## config.mk

```make
export PLATFORM = sky130hd
export DESIGN_NAME = edh_out_queue
export DESIGN_NICKNAME = d
export VERILOG_FILES = /design/src/rtl/core/edh_pkg.sv /design/src/rtl/core/edh_out_queue.sv
export SDC_FILE = /design/constraint.sdc
export NUM_CORES = 1
export LEC_CHECK = 0
export BUFFER_PORTS_ARGS = -buffer_cell sky130_fd_sc_hd__buf_2
export CAP_MARGIN = 10
export CELL_PAD_IN_SITES_DETAIL_PLACEMENT = 0
export CELL_PAD_IN_SITES_GLOBAL_PLACEMENT = 1
export CORE_AREA = 2 2 39 41
export CTS_CLUSTER_DIAMETER = 200
export CTS_CLUSTER_SIZE = 12
export DETAILED_ROUTE_END_ITERATION = 7
export DIE_AREA = 0 0 41 43
export PLACE_DENSITY = 0.47
export SLEW_MARGIN = 10
export SYNTH_ARGS = -nofsm -noshare
export SYNTH_HDL_FRONTEND = slang
export SYNTH_SLANG_ARGS = --single-unit
```

## constraint.sdc

```tcl
create_clock -name clk -period 1.4 [get_ports clk]
set_input_delay 0.35 -clock clk [delete_from_list [all_inputs] [get_ports clk]]
set_output_delay 0.35 -clock clk [all_outputs]
set_load 0.03 [all_outputs]
```

## src/rtl/core/edh_pkg.sv

```systemverilog
package edh_pkg;

  localparam int MAX_WIDTH = 1024;
  localparam int COL_W     = $clog2(MAX_WIDTH);
  localparam int GRAY_W    = 8;
  localparam int LW_W      = 11;
  localparam int ERR_W     = 11;
  localparam int EXT_W     = (COL_W + 1 > LW_W) ? COL_W + 1 : LW_W;
  localparam int OQ_DEPTH  = 3;
  localparam int OQ_CNT_W  = 2;
  localparam logic [LW_W-1:0] LINE_WIDTH_RESET = LW_W'(512);

  typedef logic signed [ERR_W-1:0] err_t;

  typedef struct packed {
    logic              valid;
    logic [COL_W-1:0]  col;
    logic              last;
    logic              first_row;
    logic              frame_start;
    logic [GRAY_W-1:0] gray;
  } pix_t;

  typedef struct packed {
    logic             en;
    logic [COL_W-1:0] addr;
    err_t             data;
  } wr_t;

  function automatic err_t sat11(input logic signed [12:0] v);
    if (v > 13'sd1023) begin
      return 11'sh3ff;
    end else if (v < -13'sd1024) begin
      return 11'sh400;
    end
    return v[10:0];
  endfunction

  // divide by 16, truncating toward zero
  function automatic logic signed [11:0] div16(input logic signed [15:0] p);
    logic signed [15:0] t;
    t = p[15] ? p + 16'sd15 : p;
    return t[15:4];
  endfunction

endpackage

```

## src/rtl/core/edh_out_queue.sv

```systemverilog
module edh_out_queue
  import edh_pkg::*;
(
  input  logic                clk,
  input  logic                rst,
  input  logic                push,
  input  logic                din,
  input  logic                pop,
  output logic                valid,
  output logic                dout,
  output logic [OQ_CNT_W-1:0] count
);

  logic                q      [OQ_DEPTH];
  logic                q_next [OQ_DEPTH];
  logic [OQ_CNT_W-1:0] idx;

  always_comb begin
    for (int i = 0; i < OQ_DEPTH; i++) begin
      q_next[i] = q[i];
    end
    if (pop) begin
      for (int i = 0; i < OQ_DEPTH - 1; i++) begin
        q_next[i] = q[i+1];
      end
    end
    idx = count - OQ_CNT_W'(pop);
    if (push) begin
      q_next[idx] = din;
    end
  end

  always_ff @(posedge clk) begin
    if (rst) begin
      count <= '0;
    end else begin
      count <= count + OQ_CNT_W'(push) - OQ_CNT_W'(pop);
    end
  end

  always_ff @(posedge clk) begin
    for (int i = 0; i < OQ_DEPTH; i++) begin
      q[i] <= q_next[i];
    end
  end

  assign valid = (count != '0);
  assign dout  = q[0];

endmodule

```

# --- Yosys cells after proc, flatten, opt, wreduce, memory -nomap -nowiden ---
# Memories as Yosys holds them, arrays and structs flattened.
# Cells that the tools add are included.
word_totals:
  ff_bits: 2
  ram_bits: 3
  in_bits: 5
  out_inout_bits: 4
  word_cells: 15
  mem_count: 1
mem_list:
  columns: ["memory", "depth", "width", "read_ports", "rd_ports_with_merged_regs", "wr", "line", "text"]
  rows:
  - ["q", 3, 1, 3, 0, 3, "edh_out_queue.sv:14", "logic q [OQ_DEPTH];"]
classes:
  add_sub_neg: 3
  order_cmp: 2
  muxes: 5
  n_bitwise: 1
  reduce_logical: 2
ops:
  columns: ["operator", "n"]
  rows:
  - ["$sub 2x1->2", 2]
  - ["$bwmux 3", 1]
  - ["$ge 3x3->1 const B", 1]
  - ["$lt 3x1->1 const B", 1]
  - ["$mux 3", 1]
  - ["$not 2->3", 1]
  - ["$add 2x1->2", 1]
  - ["$demux 1 s2", 1]
  - ["$mux 2", 1]
  - ["$reduce_bool 2->1", 1]
  - ["$logic_and 1x1->1", 1]
  - ["$mux 1", 1]

# --- Depth between registers and ports, before layout ---
logic_depth:
  depth_word: 8
  ltp_mapped: 6
  mapped_depth_nobuf: 6

# --- Worst setup path after synthesis ---
# OpenSTA, ideal clock, no wires.
synth_path:
  path_type: "reg2reg"
  from: "register count[0]"
  to: "memory q[1][0] (netlist: q[0][1])"
  setup_time_ps: 121
  arrival_ps: 1466
  required_ps: 1279
  setup_slack_ps: -187
  stages_incl_launch_ff: 6
  period_less_slack_ps: 1587
  path_cell_list: "dfxtp_1 inv_1 ha_1 xor2_2 nor3b_2 mux2_4"
synth_rtl:
  columns: ["element", "line", "text"]
  rows:
  - ["start, declared", "edh_out_queue.sv:11", "output logic [OQ_CNT_W-1:0] count"]
  - ["start signal, assigned", "edh_out_queue.sv:37", "count <= count + OQ_CNT_W'(push) - OQ_CNT_W'(pop);"]
  - ["end, declared", "edh_out_queue.sv:14", null]

==> out/qor.txt <==
Antenna Cells: 0
I/O Pins: 9
Yosys reg bits: 5
grt ovf: 0
unrepaired setup endpoints after global routing: yes
# DRC: 0
EDFF count, synth: 1
Max H-tree Level: 1
fin crit share: 96.5%
initial antenna violation count: 0
vias in the first global route: 204
row cnt: 14
Post-Syn Area: 256 µm²
Hold WS: 270 ps
Synth Instances: 22
Setup Viol. Count Final: 0
Placer Congestion: 0.734
proportion of netlist area held by the largest area contributor: 31.2%
worst slew pin tran: 192 ps
status: finished clean
Fin. Hold Viols: 0
GRT Total Usage: 7.36%
Slew headroom: 87.2%
Peak VDD IR: 557 µV
Synth area leader: dfxtp_1
Num CTS Buffers: 3
RR Endpoint: q[0][1]
Avg Inst Size Synth: 11.7 µm²
Leak Pwr: 0.178 nW
most common cell in the netlist: dfxtp_1
flop2flop setup slack: 50 ps
final net count: 45
yosys warns: 0
crit path max fanout: 3
Pins Over Slew Limit: 0
dpl ws: -44.2 ps
hold path start: rst
Reg clk slew, reported paths: 40 ps
max_cap viols: 0
1st-iter DRT viols: 0
setup ws final: 48.4 ps
setup_tns: 0 ps
required time worst endpoint: 1530 ps
CTS tree: yes
clock skew: 2.46 ps
DP Area: 338 µm²
share of cells above drive strength 1: 62.2%
Root Buffer: clkbuf_4
worst skew pair latency: 240 ps
Tot Pwr: 0.707 mW
vias per cell: 3.94
die height: 43 µm
Post-Layout Inst Area: 405 µm²
syn_nets: 29
CP arrival: 1480 ps
ranking of synthesized cells by area: dfxtp_1 31%, edfxtp_1 12%, ha_1 9.8%
FF-to-FF Start: count[0]
final WL: 439 µm
routed len/inst: 8.28 µm
CTS Buffer Depth: 2
sequential-to-total area share from yosys stat: 42.9%
min-delay worst type: in2reg
final antenna-violating net count: 0
Post-synth top cells: 4 x dfxtp_1, 2 x ha_1, 2 x inv_1, 2 x nor2b_1
Post-synth ARST share: 0%
FF-to-FF path depth: 5
end of the worst hold path: count[0]
drt pass-1 iters: 1
largest net degree at the start of global routing: 4
first-pass GRT wire length: 752 µm
post-synth cell types: 16
PD cells: 1750 nW/µm²
vias post-DR: 209
Critical Path Start Type: flip-flop
IO Port Bufs: 8
critical path type: reg2reg
minimum clock period: 1350 ps
Post-synth top flop: dfxtp_1
FMAX: 740 MHz
Area growth syn-to-layout: 58.0%
hold depth: 2
die width: 41 µm
Die Footprint: 1760 µm²
Initial Utilization: 18.5%
Core Region: 1380 µm²
CP endpoint kind: flip-flop
clk sink count: 5
logic make-up after synthesis:
family | after synthesis | synth area share (%)
xor gates and xnor gates | 2 | 9.76
AOI/OAI and AO/OA | 2 | 5.36
adders and majority gates | 2 | 9.75
muxes | 3 | 14.1
and+or+nand+nor | 6 | 15.1
DFF | 5 | 42.9
buffers and inverters | 2 | 2.93
cell type report:
type / instances / area (µm²)
Multi-Input combinational cell: 15 / 165
Fill cell: 151 / 978
Tap cell: 16 / 20.0
Clock buffer: 4 / 26.3
Sequential cell: 5 / 115
Inverter: 2 / 10.0
Timing Repair Buffer: 11 / 68.8
what timing repair did:
item,4_1_cts,5_1_grt
resized for setup,0,9
hold buffers,0,0
setup endpoints to repair,0,2
buffers inserted,0,1
worst max-delay path by stage:
stage,cells after the start,from,end,slack [ps]
2_1_floorplan,5,count[0],q[0][1],7
3_3_place_gp,5,pop,q[0][1],-50
3_5_place_dp,5,pop,q[0][1],-40
4_1_cts,2,count[0],valid,20
5_1_grt,5,count[0],q[0][1],-1
6_report,5,count[0],q[0][1],50
placed cells by master, fill, tap and decap left out, drive strengths merged:
cell type  synthesis  layout
xnor2              1       1
o31a               1       1
inv                2       2
edfxtp             1       1
dfxtp              4       4
ha                 2       2
o21ai              1       1
clkbuf             0       4
nor2               1       1
mux2               2       2
nand2              1       1
nor3b              1       1
or2                1       1
nor2b              2       2
xor2               1       1
buf                0      11
mux2i              1       1
critical path, cell delays in order (launching register included):
cell     delay (ps)
dfxtp_4         350
inv_4            30
ha_4            160
xor2_4          150
nor3b_2         230
mux2_4          310
metal layers:
| layer | track usage (%) | wire (µm) |
|---|---|---|
| met5 | 0 | 0 |
| met3 | 3.14 | 16 |
| met4 | 12.0 | 25 |
| met1 | 7.17 | 171 |
| met2 | 8.44 | 226 |
through the flow:
stage          util (%)  cells
2_1_floorplan         -     22
3_3_place_gp       24.4     48
3_5_place_dp       24.4     48
4_1_cts            26.3     52
5_1_grt            29.3     53
6_report           29.3     53
where the power goes:
part / leakage [nW] / switching [mW] / internal, mW / total [mW]
Sequential: 0.0435 / 0.0290 / 0.189 / 0.218
Combinational: 0.120 / 0.160 / 0.166 / 0.326
Clock: 0.0150 / 0.0564 / 0.108 / 0.164
Power figures use the tool's default switching activity.
