`config.mk`:
```
export PLATFORM = sky130hd
export DESIGN_NAME = edh_scan
export DESIGN_NICKNAME = d
export VERILOG_FILES = /design/src/rtl/core/edh_pkg.sv /design/src/rtl/core/edh_scan.sv
export SDC_FILE = /design/constraint.sdc
export NUM_CORES = 1
export LEC_CHECK = 0
export ABC_CLOCK_PERIOD_IN_PS = 10700
export BUFFER_PORTS_ARGS = -buffer_cell sky130_fd_sc_hd__buf_2
export CORE_MARGIN = 5
export CORE_UTILIZATION = 50
export DETAILED_ROUTE_END_ITERATION = 8
export HOLD_SLACK_MARGIN = 0.05
export PLACE_DENSITY = 0.74
export SYNTH_ARGS = -nofsm -noshare
export SYNTH_HDL_FRONTEND = slang
export SYNTH_SLANG_ARGS = --single-unit
export TNS_END_PERCENT = 5
```
`constraint.sdc`:
```
create_clock -name clk -period 10.7 [get_ports clk]
set_input_delay 3.21 -clock clk [delete_from_list [all_inputs] [get_ports clk]]
set_output_delay 3.21 -clock clk [all_outputs]
set_load 0.01 [all_outputs]
```
`src/rtl/core/edh_pkg.sv`:
```
package edh_pkg;

  localparam int MAX_WIDTH = 1024;
  localparam int COL_W     = $clog2(MAX_WIDTH);
  localparam int GRAY_W    = 8;
  localparam int LW_W      = 11;
  localparam int ERR_W     = 11;
  localparam int EXT_W     = (COL_W + 1 > LW_W) ? COL_W + 1 : LW_W;
  localparam int OQ_DEPTH  = 3;
  localparam int OQ_CNT_W  = 2;
  localparam logic [LW_W-1:0] LINE_WIDTH_RESET = LW_W'(512);

  typedef logic signed [ERR_W-1:0] err_t;

  typedef struct packed {
    logic              valid;
    logic [COL_W-1:0]  col;
    logic              last;
    logic              first_row;
    logic              frame_start;
    logic [GRAY_W-1:0] gray;
  } pix_t;

  typedef struct packed {
    logic             en;
    logic [COL_W-1:0] addr;
    err_t             data;
  } wr_t;

  function automatic err_t sat11(input logic signed [12:0] v);
    if (v > 13'sd1023) begin
      return 11'sh3ff;
    end else if (v < -13'sd1024) begin
      return 11'sh400;
    end
    return v[10:0];
  endfunction

  // divide by 16, truncating toward zero
  function automatic logic signed [11:0] div16(input logic signed [15:0] p);
    logic signed [15:0] t;
    t = p[15] ? p + 16'sd15 : p;
    return t[15:4];
  endfunction

endpackage

```
`src/rtl/core/edh_scan.sv`:
```
module edh_scan
  import edh_pkg::*;
(
  input  logic              clk,
  input  logic              rst,
  input  logic              accept,
  input  logic [GRAY_W-1:0] gray,
  input  logic              frame_start,
  input  logic [COL_W-1:0]  last_col,
  output logic [COL_W-1:0]  rd_addr,
  output pix_t              pix
);

  logic [COL_W-1:0] column_count;
  logic             first_row;
  logic [COL_W-1:0] cc;
  logic [COL_W-1:0] col;
  logic             last;
  logic             fr;

  always_comb begin
    cc      = frame_start ? '0 : column_count;
    col     = (cc >= last_col) ? last_col : cc;
    last    = (col == last_col);
    fr      = frame_start | first_row;
    rd_addr = col;
  end

  always_ff @(posedge clk) begin
    if (rst) begin
      column_count <= '0;
      first_row    <= 1'b1;
      pix.valid    <= 1'b0;
    end else begin
      pix.valid <= accept;
      if (accept) begin
        column_count <= last ? '0 : col + COL_W'(1);
        first_row    <= last ? 1'b0 : fr;
      end
    end
    if (accept) begin
      pix.col         <= col;
      pix.last        <= last;
      pix.first_row   <= fr;
      pix.frame_start <= frame_start;
      pix.gray        <= gray;
    end
  end

endmodule

```
# After elaboration in Yosys (flattened, before gate mapping)
# Index checks and enable logic that the tools add are counted.
dict set report word_totals {
  register_bits 33
  latch_bits 0
  ram_bits 0
  mem_bits_ro 0
  input_bits 22
  output_inout_bits 32
  elab_cells 16
  memories 0
}
dict set report classes {
  add_sub_neg 1
  multipliers 0
  n_div 0
  order_cmp 1
  n_eq_ne 1
  n_shift 0
  n_mux 4
  bitwise 1
  reduce_logical 0
}
# op n
set op_table {}
lappend op_table {{2-to-1 mux 10 bit} 3}
lappend op_table {{adder 10 x 1 -> 10 bit (second input constant)} 1}
lappend op_table {{== test 10 bit} 1}
lappend op_table {{>= comparator 10 bit} 1}
lappend op_table {{2-to-1 mux 1 bit} 1}
lappend op_table {{bitwise OR 1 bit} 1}

# Depth between registers and ports, before layout
dict set report depth {
  depth_word 5
  mapped_depth 17
  depth_no_buf 15
}

# Worst setup path after synthesis
# OpenSTA, ideal clock, no wires.
dict set report synth_path {
  path_type {input -> output}
  start {in frame_start}
  end {out rd_addr[1]}
  arrival_ps 5417
  required_time_ps 7490
  setup_slack_ps 2073
  cell_stages 10
  n_path_buf 3
  path_cell_list {buf_4 clkbuf_1 nor2b_1 ha_1 and4_2 nand4_4 nor3_4 nor2_8 clkbuf_1 o21ai_0}
}
dict set report synth_between {
  elab_chain_cells 3
}
# element line_no
set synth_rtl {}
lappend synth_rtl {{from (decl)} edh_scan.sv:8} ;# input logic frame_start,
lappend synth_rtl {{2-to-1 mux 10 bit (*)} edh_scan.sv:22} ;# cc = frame_start ? '0 : column_count;
lappend synth_rtl {{>= comparator 10 bit} edh_scan.sv:23} ;# col = (cc >= last_col) ? last_col : cc;
lappend synth_rtl {{2-to-1 mux 10 bit (*)} edh_scan.sv:23}
lappend synth_rtl {{to (decl)} edh_scan.sv:10} ;# output logic [COL_W-1:0] rd_addr,
# Every way passes the cells marked *; elsewhere a longest branch is shown, timed or not.

# Worst setup path after layout
dict set report layout_path {
  start {in frame_start}
  end {out rd_addr[4]}
}
# Same word-level chain as after synthesis.

==> out/metrics.cfg <==
[drt]
wl_mm = 4.61
vias_per_cell = 5.46
dr.first_iter.drc_count = 131
ant_nets = 0
drt_pass1_iterations = 4
drcViolationCount = 0
vias = 1616
drt-wirelength-per-cell_um = 15.6

[power_and_ir_drop]
power.total_mw = 0.282
peakVddDrop_mv = 0.0860
p_per_area_mw_per_mm2 = 120
p_leak_nw = 1.03

[synth]
yosys.cell_count.top_type = edfxtp_1
syn_nets = 226
synthTopCellsByArea = edfxtp_1 (32%), dfxtp_1 (12%), ha_1 (6.4%)
synth_compound_area_share_pct = 15.5
synth_seq_cells = 33
synth-simple-area-share_pct = 22.1
yosysTopAreaCell = edfxtp_1
ys_warn_count = 0
synth_area_per_cell_um2 = 10.1
synthXorXnorAreaFrac_pct = 3.58
synth_top_area_share_pct = 32.2
async_flop_share_pct = 0
synthCells = 194
synth_edf_count = 21
netlist_area_mm2 = 0.00196
synth-seq-area-share_pct = 44.5
ys.flop_type = edfxtp_1
synth_commonest_cells = edfxtp_1 (21), nand2_1 (19), nor2_1 (15)
synth.area.mux_share_pct = 3.33
ys_types = 47
synth_fa_ha_area_share_pct = 6.40
synth_top_family_by_area = simple AND/OR/NAND/NOR gates

[sta]
max_freq_ghz = 0.114
drv_slew = 0
skew_ns = 0.00406
slew_headroom_pct = 58.8
tns_ns = 0
worst_pin_slew_ns = 0.618
fin_crit_sh_pct = 82.3
fin_crit_ns = 8.81
hold_viol_final = 0
rsz0062_at_grt = false
setup_viol = 0

[grt]
overflow = 0
antenna_found_initial = 0
grt_pass1_wl_mm = 7.35
grt_pass1_vias = 1540
grtUsageTotal_pct = 18.1
grt_max_degree = 30

[clocking]
cts_max_path_buffers = 2
numClockSinks = 33
htreeDepth = 2
postCtsHoldBufs = 0
clk_pin_slew_ns = 0.06
cts_setup_buffers = 0
cts.repair.resized = 0
root_buffer = clkbuf_8
cts_buffers = 5
insertion_delay_ns = 0.28
cts_tree = done

[floorplanning]
rows = 22
fp.coreArea_mm2 = 0.00372
io_pins = 54
die-area_mm2 = 0.00526
die_width_um = 72.5
die_h_um = 72.5
start_util_pct = 52.6

[worst_setup_path]
cpMostUsedCell = buf_2
path_cells = buf_2, nor2b_1, ha_1, and4_2, o211a_1, a211o_4, nor2_8, mux2_2, buf_2
cp_num_buf_inv = 2
worstPathMaxFanout = 19
arrival_ns = 5.60
crit_path_top_delay_cell = mux2_2
startpoint_type = input pin
max_stage_delay_ns = 0.41
path_delay_family = simple AND/OR/NAND/NOR gates
crit_required_ns = 7.49
crit_type = in -> out
cp-end-kind = output pin

[layout]
antenna_cells = 0
drive_gt1_share_pct = 29.8
syn_to_final_growth_pct = 20.2
final_cell_area_mm2 = 0.00235
fin_nets = 279

[placement]
placed_area_mm2 = 0.00224
routabilityCongestion = 0.883
dp_hpwl_mm = 3.51
portBuffers = 53

[outcome]
outcome = finished clean

[hold_path]
holdCritPathClass = reg -> reg

[run]
drv_cap = 0

-- kinds of logic after synthesis --
group                      after synthesis
DFF                                     33
muxes                                    6
adders and majority gates               10
xor gates and xnor gates                 8
buffers and inverters                   21
and+or+nand+nor                         72
AOI/OAI and AO/OA                       44
-- sequential cells by signal, summed over array words and instances, names as in the netlist --
register and cells:
pix 22, first_row 1, column_count 10
-- through the flow --
step           utilization, %  hold WS, ns  instances  setup slack, ns
2_1_floorplan               -        0.458        194             2.07
3_3_place_gp             60.4        0.489        288             1.99
3_5_place_dp             60.4        0.495        288             1.93
4_1_cts                  63.2        0.505        296             1.92
5_1_grt                  63.2        0.545        296             1.78
6_report                 63.2        0.504        296             1.89
-- worst register-to-register path, cell delays in order (launching register included) --
cell and delay (ns):
dfxtp_1 0.38, nor2b_1 0.34, ha_1 0.31, and4_2 0.27, o211a_1 0.14, a211o_4 0.32
o31ai_1 0.50, ha_1 0.35, nand2_1 0.15, mux2i_1 0.16, a21oi_1 0.10, xnor2_1 0.13
a32o_1 0.25
-- metal layers --
layer / vias to the layer above / wire length [µm] / track usage, %
met5: - / 0 / 0
met4: 0 / 70 / 6.56
met3: 8 / 274 / 4.43
met2: 51 / 2270 / 29.7
met1: 747 / 1990 / 23.0
li1: 810 / - / -
-- layout by cell type (no fill, tap or decap), types with 2 or more instances in the layout --
cell type,instances
a21oi_1,12
xor2_1,3
inv_1,13
nor4bb_1,2
or3b_1,2
nand3_1,8
clkbuf_8,5
nand2_1,19
a22oi_1,3
edfxtp_1,21
nand2b_1,2
a21o_1,2
dfxtp_1,12
o22ai_1,3
mux2i_1,2
nor2b_1,9
a32o_1,2
o32a_1,2
nor4_1,2
a31oi_1,3
clkinv_1,2
o21ai_0,9
xnor2_1,5
buf_2,53
mux2_2,4
nor2_1,15
ha_1,10
o31ai_1,2
-- where the power goes --
part / switching, mW / internal (mW) / total (mW)
clock network: 0.0431 / 0.0687 / 0.112
registers: 0.00167 / 0.140 / 0.142
logic: 0.0174 / 0.0110 / 0.0284
total: 0.0622 / 0.220 / 0.282
-- final cells by class --
cell class              instances  area (µm²)
repair buffers                 53         265
flip-flops and latches         33         871
well taps                      48        60.1
fillers                       324        1370
clock buffers                   6        72.6
clock inverters                 2        33.8
multi-input cells             140         995
inverters                      14        52.6
-- final timing paths --
kind	from	to	slack, ns	depth (start not counted)
worst max-delay path	frame_start	rd_addr[4]	1.89	9
worst max register to register	column_count[7]$_SDFFE_PP0P_	column_count[4]$_SDFFE_PP0P_	7.17	12
worst min register to register	column_count[8]$_SDFFE_PP0P_	column_count[8]$_SDFFE_PP0P_	0.50	2
worst min-delay path	column_count[8]$_SDFFE_PP0P_	column_count[8]$_SDFFE_PP0P_	0.50	2
No activity file was read; power rests on OpenSTA's default activity.
