<file path="src/rtl/core/edh_pkg.sv">
package edh_pkg;

  localparam int MAX_WIDTH = 1024;
  localparam int COL_W     = $clog2(MAX_WIDTH);
  localparam int GRAY_W    = 8;
  localparam int LW_W      = 11;
  localparam int ERR_W     = 11;
  localparam int EXT_W     = (COL_W + 1 > LW_W) ? COL_W + 1 : LW_W;
  localparam int OQ_DEPTH  = 3;
  localparam int OQ_CNT_W  = 2;
  localparam logic [LW_W-1:0] LINE_WIDTH_RESET = LW_W'(512);

  typedef logic signed [ERR_W-1:0] err_t;

  typedef struct packed {
    logic              valid;
    logic [COL_W-1:0]  col;
    logic              last;
    logic              first_row;
    logic              frame_start;
    logic [GRAY_W-1:0] gray;
  } pix_t;

  typedef struct packed {
    logic             en;
    logic [COL_W-1:0] addr;
    err_t             data;
  } wr_t;

  function automatic err_t sat11(input logic signed [12:0] v);
    if (v > 13'sd1023) begin
      return 11'sh3ff;
    end else if (v < -13'sd1024) begin
      return 11'sh400;
    end
    return v[10:0];
  endfunction

  // divide by 16, truncating toward zero
  function automatic logic signed [11:0] div16(input logic signed [15:0] p);
    logic signed [15:0] t;
    t = p[15] ? p + 16'sd15 : p;
    return t[15:4];
  endfunction

endpackage

</file>
<file path="src/rtl/core/edh_diffuse.sv">
module edh_diffuse
  import edh_pkg::*;
(
  input  logic             clk,
  input  logic             rst,
  input  pix_t             pix,
  input  logic             rd_en,
  input  logic [COL_W-1:0] rd_addr,
  input  err_t             rd_data,
  output wr_t              wr,
  output logic             res_valid,
  output logic             res_bit
);

  err_t right_error;
  err_t pend_bl;
  err_t pend_b;
  wr_t  dfr;
  logic fwd_hit;
  err_t fwd_data;

  err_t               re;
  err_t               pbl;
  err_t               pb;
  err_t               mem_above;
  err_t               above;
  logic signed [12:0] v;
  logic signed [12:0] e13;
  logic signed [11:0] e;
  logic signed [15:0] ex;
  logic signed [11:0] s7;
  logic signed [11:0] s3;
  logic signed [11:0] s5;
  logic signed [11:0] s1;
  err_t               sum3;
  err_t               below_here;
  logic               bit_w;

  always_comb begin
    re  = pix.frame_start ? '0 : right_error;
    pbl = pix.frame_start ? '0 : pend_bl;
    pb  = pix.frame_start ? '0 : pend_b;

    // newest write to the entry wins
    priority if (dfr.en && dfr.addr == pix.col) begin
      mem_above = dfr.data;
    end else if (fwd_hit) begin
      mem_above = fwd_data;
    end else begin
      mem_above = rd_data;
    end
    above = pix.first_row ? '0 : mem_above;

    v = $signed({5'b0, pix.gray}) + $signed({{2{above[10]}}, above})
        + $signed({{2{re[10]}}, re});
    bit_w = (v >= 13'sd128);
    e13   = bit_w ? v - 13'sd255 : v;
    e     = e13[11:0];
    ex    = {{4{e[11]}}, e};
    s7    = div16((ex <<< 3) - ex);
    s3    = div16((ex <<< 1) + ex);
    s5    = div16((ex <<< 2) + ex);
    s1    = div16(ex);

    sum3       = sat11($signed({{2{pbl[10]}}, pbl}) + $signed({s3[11], s3}));
    below_here = sat11($signed({{2{pb[10]}}, pb}) + $signed({s5[11], s5}));

    // a deferred write never meets a below-left write: it is followed by column 0
    if (dfr.en) begin
      wr = dfr;
    end else begin
      wr.en   = pix.valid && (pix.col != '0);
      wr.addr = pix.col - COL_W'(1);
      wr.data = sum3;
    end

    res_valid = pix.valid;
    res_bit   = bit_w;
  end

  always_ff @(posedge clk) begin
    if (rst) begin
      right_error <= '0;
      pend_bl     <= '0;
      pend_b      <= '0;
      dfr.en      <= 1'b0;
      fwd_hit     <= 1'b0;
    end else begin
      dfr.en  <= pix.valid && pix.last;
      fwd_hit <= wr.en && rd_en && (wr.addr == rd_addr);
      if (pix.valid) begin
        if (pix.last) begin
          right_error <= '0;
          pend_bl     <= '0;
          pend_b      <= '0;
        end else begin
          right_error <= sat11({s7[11], s7});
          pend_bl     <= below_here;
          pend_b      <= sat11({s1[11], s1});
        end
      end
    end
    dfr.addr <= pix.col;
    dfr.data <= below_here;
    fwd_data <= wr.data;
  end

endmodule

</file>
<file path="config.mk">
export PLATFORM = sky130hd
export DESIGN_NAME = edh_diffuse
export DESIGN_NICKNAME = d
export VERILOG_FILES = /design/src/rtl/core/edh_pkg.sv /design/src/rtl/core/edh_diffuse.sv
export SDC_FILE = /design/constraint.sdc
export NUM_CORES = 1
export LEC_CHECK = 0
export ABC_AREA = 1
export BUFFER_PORTS_ARGS = -buffer_cell sky130_fd_sc_hd__buf_2
export CAP_MARGIN = 25
export CORE_MARGIN = 2
export CORE_UTILIZATION = 56
export DETAILED_ROUTE_END_ITERATION = 10
export MAX_ROUTING_LAYER = met4
export PLACE_DENSITY = 0.79
export SYNTH_ARGS = -nofsm -noshare
export SYNTH_HDL_FRONTEND = slang
export SYNTH_SLANG_ARGS = --single-unit
</file>
<file path="constraint.sdc">
create_clock -name clk -period 10.8 [get_ports clk]
set_input_delay 2.16 -clock clk [delete_from_list [all_inputs] [get_ports clk]]
set_output_delay 2.16 -clock clk [all_outputs]
set_load 0.02 [all_outputs]
</file>
==> results of run 1 <==
[stage by stage]
step           hold slack [ps]  utilization  instance area [µm²]
4_1_cts                    465        0.792                11000
2_1_floorplan              445            -                 8320
3_5_place_dp               456        0.719                10000
3_3_place_gp               451        0.719                10000
[routing by layer]
layer,global-route usage,GRT overflow
met1,0.632,0
met4,0.591,2
met5,-,-
met3,0.468,0
met2,0.806,1
[repair_timing]
item                                    CTS
endpoints found under the hold margin     0
gates cloned                              3
pin swaps                                56
endpoints found under the setup margin   11
resized for setup                        95
buffers inserted                         30
[logic make-up after synthesis]
family	Yosys count	share of synthesized area
AND/OR/NAND/NOR	704	0.382
AO/OA/AOI/OAI	192	0.137
buffers and inverters	225	0.108
adder cells (fa/ha/maj)	75	0.127
XOR/XNOR	73	0.0838
flip-flops	65	0.162
==> out/metrics.yaml, run 1 <==
synth_seq_cells: 65
yosysWarnings: 0
syn_inst: 1334
clockRootBuffer: "clkbuf_16"
async_flop_share: 0
die_y_um: 124
synth_area_leaders: "nand2_1 (17%), dfxtp_1 (16%), ha_1 (10%)"
yosysTopAreaCell: "nand2_1"
syn_area_mm2: 0.00804
netlist_top_cells_count: "nand2_1 (364), inv_1 (186), nor2_1 (138), nand3_1 (104), a21oi_1 (88)"
h-tree-depth: 3
yosysMostFrequentCell: "nand2_1"
grt_max_degree: 35
synth_fp_nets: 1455
hold_buffers: 0
grt_usage: 0.641
place_congestion: 0.977
synth_edf_count: 0
dp_hpwl_um: 20400
die_w_um: 124
ys.flop_type: "dfxtp_1"
portBuffers: 69
rows: 43
dp_slack_ps: -945
ys_types: 51
start_util: 0.577
numCtsBuffers: 9
place_inst: 1722
tool.error: "[ERROR GRT-0232] Routing congestion too high. Check the congestion heatmap in the GUI."
stop_stage: "global routing (5_1_grt)"
syn_avg_cell_area_um2: 6.02
pin_count: 70
cts.path.max_buffers: 2
yosysSeqAreaShare: 0.162
worst_endpoint: "wr[7]"
cts.sinks: 65
worst-ep-kind: "top-level output"
grt_overflow_total: 3
run_status: "did not finish"
synth_top_area_share: 0.170
==> inputs of run 2 (changes only) <==
Settings changed: CORE_UTILIZATION 56 to 40, MAX_ROUTING_LAYER met4 to not set, PLACE_DENSITY 0.79 to not set, PLACE_DENSITY_LB_ADDON set to 0.15.
Clock period 10.8 ns to 14.05 ns, I/O delays scaled along.
==> run 2 against run 1 <==
  * The run now ends clean
  * Synthesized cell count did not move
  * Synthesized area did not move
==> out/metrics.yaml, run 2 <==
run_status: "complete, no violations"
area_growth_pct: 14.9
yosysMostFrequentCell: "nand2_1"
slew_viol_final: 0
dp_hpwl_um: 19500  # -4.5%
worstSetupStartpointType: "input pin"
ys_types: 51  # unchanged
syn_inst: 1334  # unchanged
hold_class: "reg -> reg"
grt_usage: 0.223
slew_headroom: 0.375
vias: 8467
ys.flop_type: "dfxtp_1"
clk_latency_ps: 340
critical_path_arrival_ps: 10520
hold_start: "pend_b[6]$_SDFFE_PP0P_"
grt_overflow_total: 0
holdPathEnd: "pend_b[6]$_SDFFE_PP0P_"
synth_simple_gate_area_frac: 0.382  # unchanged
cp_common_cell: "nand2_1"
largest_reg_flops: 22
netlist_top_cells_count: "nand2_1 (364), inv_1 (186), nor2_1 (138), nand3_1 (104), a21oi_1 (88)"
first_global_vias: 7808
synth_top_family_by_area: "simple AND/OR/NAND/NOR gates"
synth.mux.area_fraction: 0  # unchanged
nFillCells: 2157
tightestPinTransition_ps: 936
hold_viol: 0
setup_viol: 0
min_period_ps: 13330
critPathMaxStageDelay_ps: 510
synth_edf_count: 0  # unchanged
period_share: 0.949
coreArea_mm2: 0.0196
syn_area_mm2: 0.00804  # unchanged
h-tree-depth: 3  # unchanged
numCtsBuffers: 9  # unchanged
start_util: 0.410  # -0.166
place_inst: 1650  # -4.2%
cts.sinks: 65  # unchanged
drc: 0
synthXorXnorAreaFrac: 0.0838  # unchanged
drive_gt1_frac: 0.145
firstDrtPassIters: 5
crit_fanout: 13
skew_ps: 3.97
fin_cells: 1686
cp_data_required_time_ps: 11240
synth_compound_area_frac: 0.137  # unchanged
utilization: 0.471
cts.path.max_buffers: 2  # unchanged
drt.antenna.violating_nets: 0
antenna_found_initial: 2
critPathCaptureType: "output port"
rr_worst_depth: 49
place_congestion: 0.918  # -6.0%
largest_register: "dfr"
synth_top_area_share: 0.170  # unchanged
worstReg2RegStart: "dfr[21]$_SDFF_PP0_"
r2r-end: "pend_bl[2]$_SDFFE_PP0P_"
reg2reg_slack_ps: 4440
syn_avg_cell_area_um2: 6.02  # unchanged
grt_max_degree: 35
fmaxAchievable_mhz: 75.0
min_path_cells: 2
layout_common_cells: "nand2_1 (363), inv_1 (185), nor2_1 (136), nand3_1 (104), a21oi_1 (81)"
yosysWarnings: 0  # unchanged
rows: 51  # +19%
cpMaxStageDelayCell: "fa_1"
synth_fp_nets: 1455  # unchanged
clockRootBuffer: "clkbuf_16"
cts_tree: "yes"
final_common_cell: "nand2_1"
pin_count: 70  # unchanged
async_flop_share: 0  # unchanged
die_y_um: 146  # +18%
nNetsFinal: 1535
vias_per_cell: 5.02
yosysSeqAreaShare: 0.162  # unchanged
wirelength_um: 24000
synth_seq_cells: 65  # unchanged
critPathKind: "in -> out"
maxCapViolCount: 0
path_clk_slew_ps: 50
yosysTopAreaCell: "nand2_1"
dieArea_mm2: 0.0212
wl_per_cell_um: 14.3
synthAdderAreaFrac: 0.127  # unchanged
synth_area_leaders: "nand2_1 (17%), dfxtp_1 (16%), ha_1 (10%)"
die_w_um: 146  # +18%
drt-initial-drc-count: 538
portBuffers: 69  # unchanged
grt_pass1_wl_um: 38900
==> run 2: cell counts after synthesis <==
Identical to the previous run, type by type.
==> run 2: layer usage <==
layer	track usage	part of all wire	vias to the layer above
li1	-	-	4458
met1	0.303	0.48	3786
met2	0.370	0.46	197
met3	0.0442	0.050	26
met4	0.0441	0.014	0
met5	0	0	-
==> run 2: cell type report <==
cell class,count,area [µm²],area share
clock inverter,6,67.6,0.00732
inverter,199,747,0.0809
timing repair buffer,91,510,0.0553
multi-input combinational,1048,6040,0.654
tap,265,332,0.0359
sequential,65,1300,0.141
antenna,2,5.00,0.000542
clock buffer,10,229,0.0248
==> run 2: per-stage QoR <==
step	cell area (µm²)	hold WS (ps)	setup WS, ps	TNS [ps]
2_1_floorplan	8040	445	1430	0
3_3_place_gp	8660	453	268	0
3_5_place_dp	8660	457	75.0	0
4_1_cts	8950	465	15.7	0
5_1_grt	9230	480	-75.5	-163
6_report	9230	466	721	0
==> run 2: critical path: cells and delay by family <==
kind	cells	cell delay [ps]
xor+xnor	3	680
simple gates	22	2610
buf+inv	8	920
compound gates	10	1820
fa+ha+maj	5	1690
==> run 2: worst max-delay path by stage <==
stage / start / end / slack (ps) / cells after the start
floorplan: pix[20] / wr[3] / 1430 / 53
global placement: pix[16] / wr[1] / 270 / 55
detailed placement: pix[20] / wr[0] / 80 / 56
CTS: pix[20] / wr[0] / 20 / 56
global route: pix[12] / wr[6] / -80 / 54
finish: pix[12] / wr[0] / 720 / 48
==> run 2: repair_timing <==
item / in CTS / in global routing
setup buffers: 0 / 14
hold buffers: 0 / 0
gates resized for setup: 0 / 28
endpoints found under the setup margin: 0 / 11
==> run 2: cells by family (layout without fill, tap and decap cells) <==
family | Yosys count | in the layout
fa+ha+maj | 75 | 75
other cells | 0 | 2
flops | 65 | 65
compound gates | 192 | 194
buf+inv | 225 | 306
simple gates | 704 | 706
xor+xnor | 73 | 73
Power of run 2 is left out: the tool's default activity adds up to more than one toggle a clock period on the data nets, which glitch-free logic cannot reach.
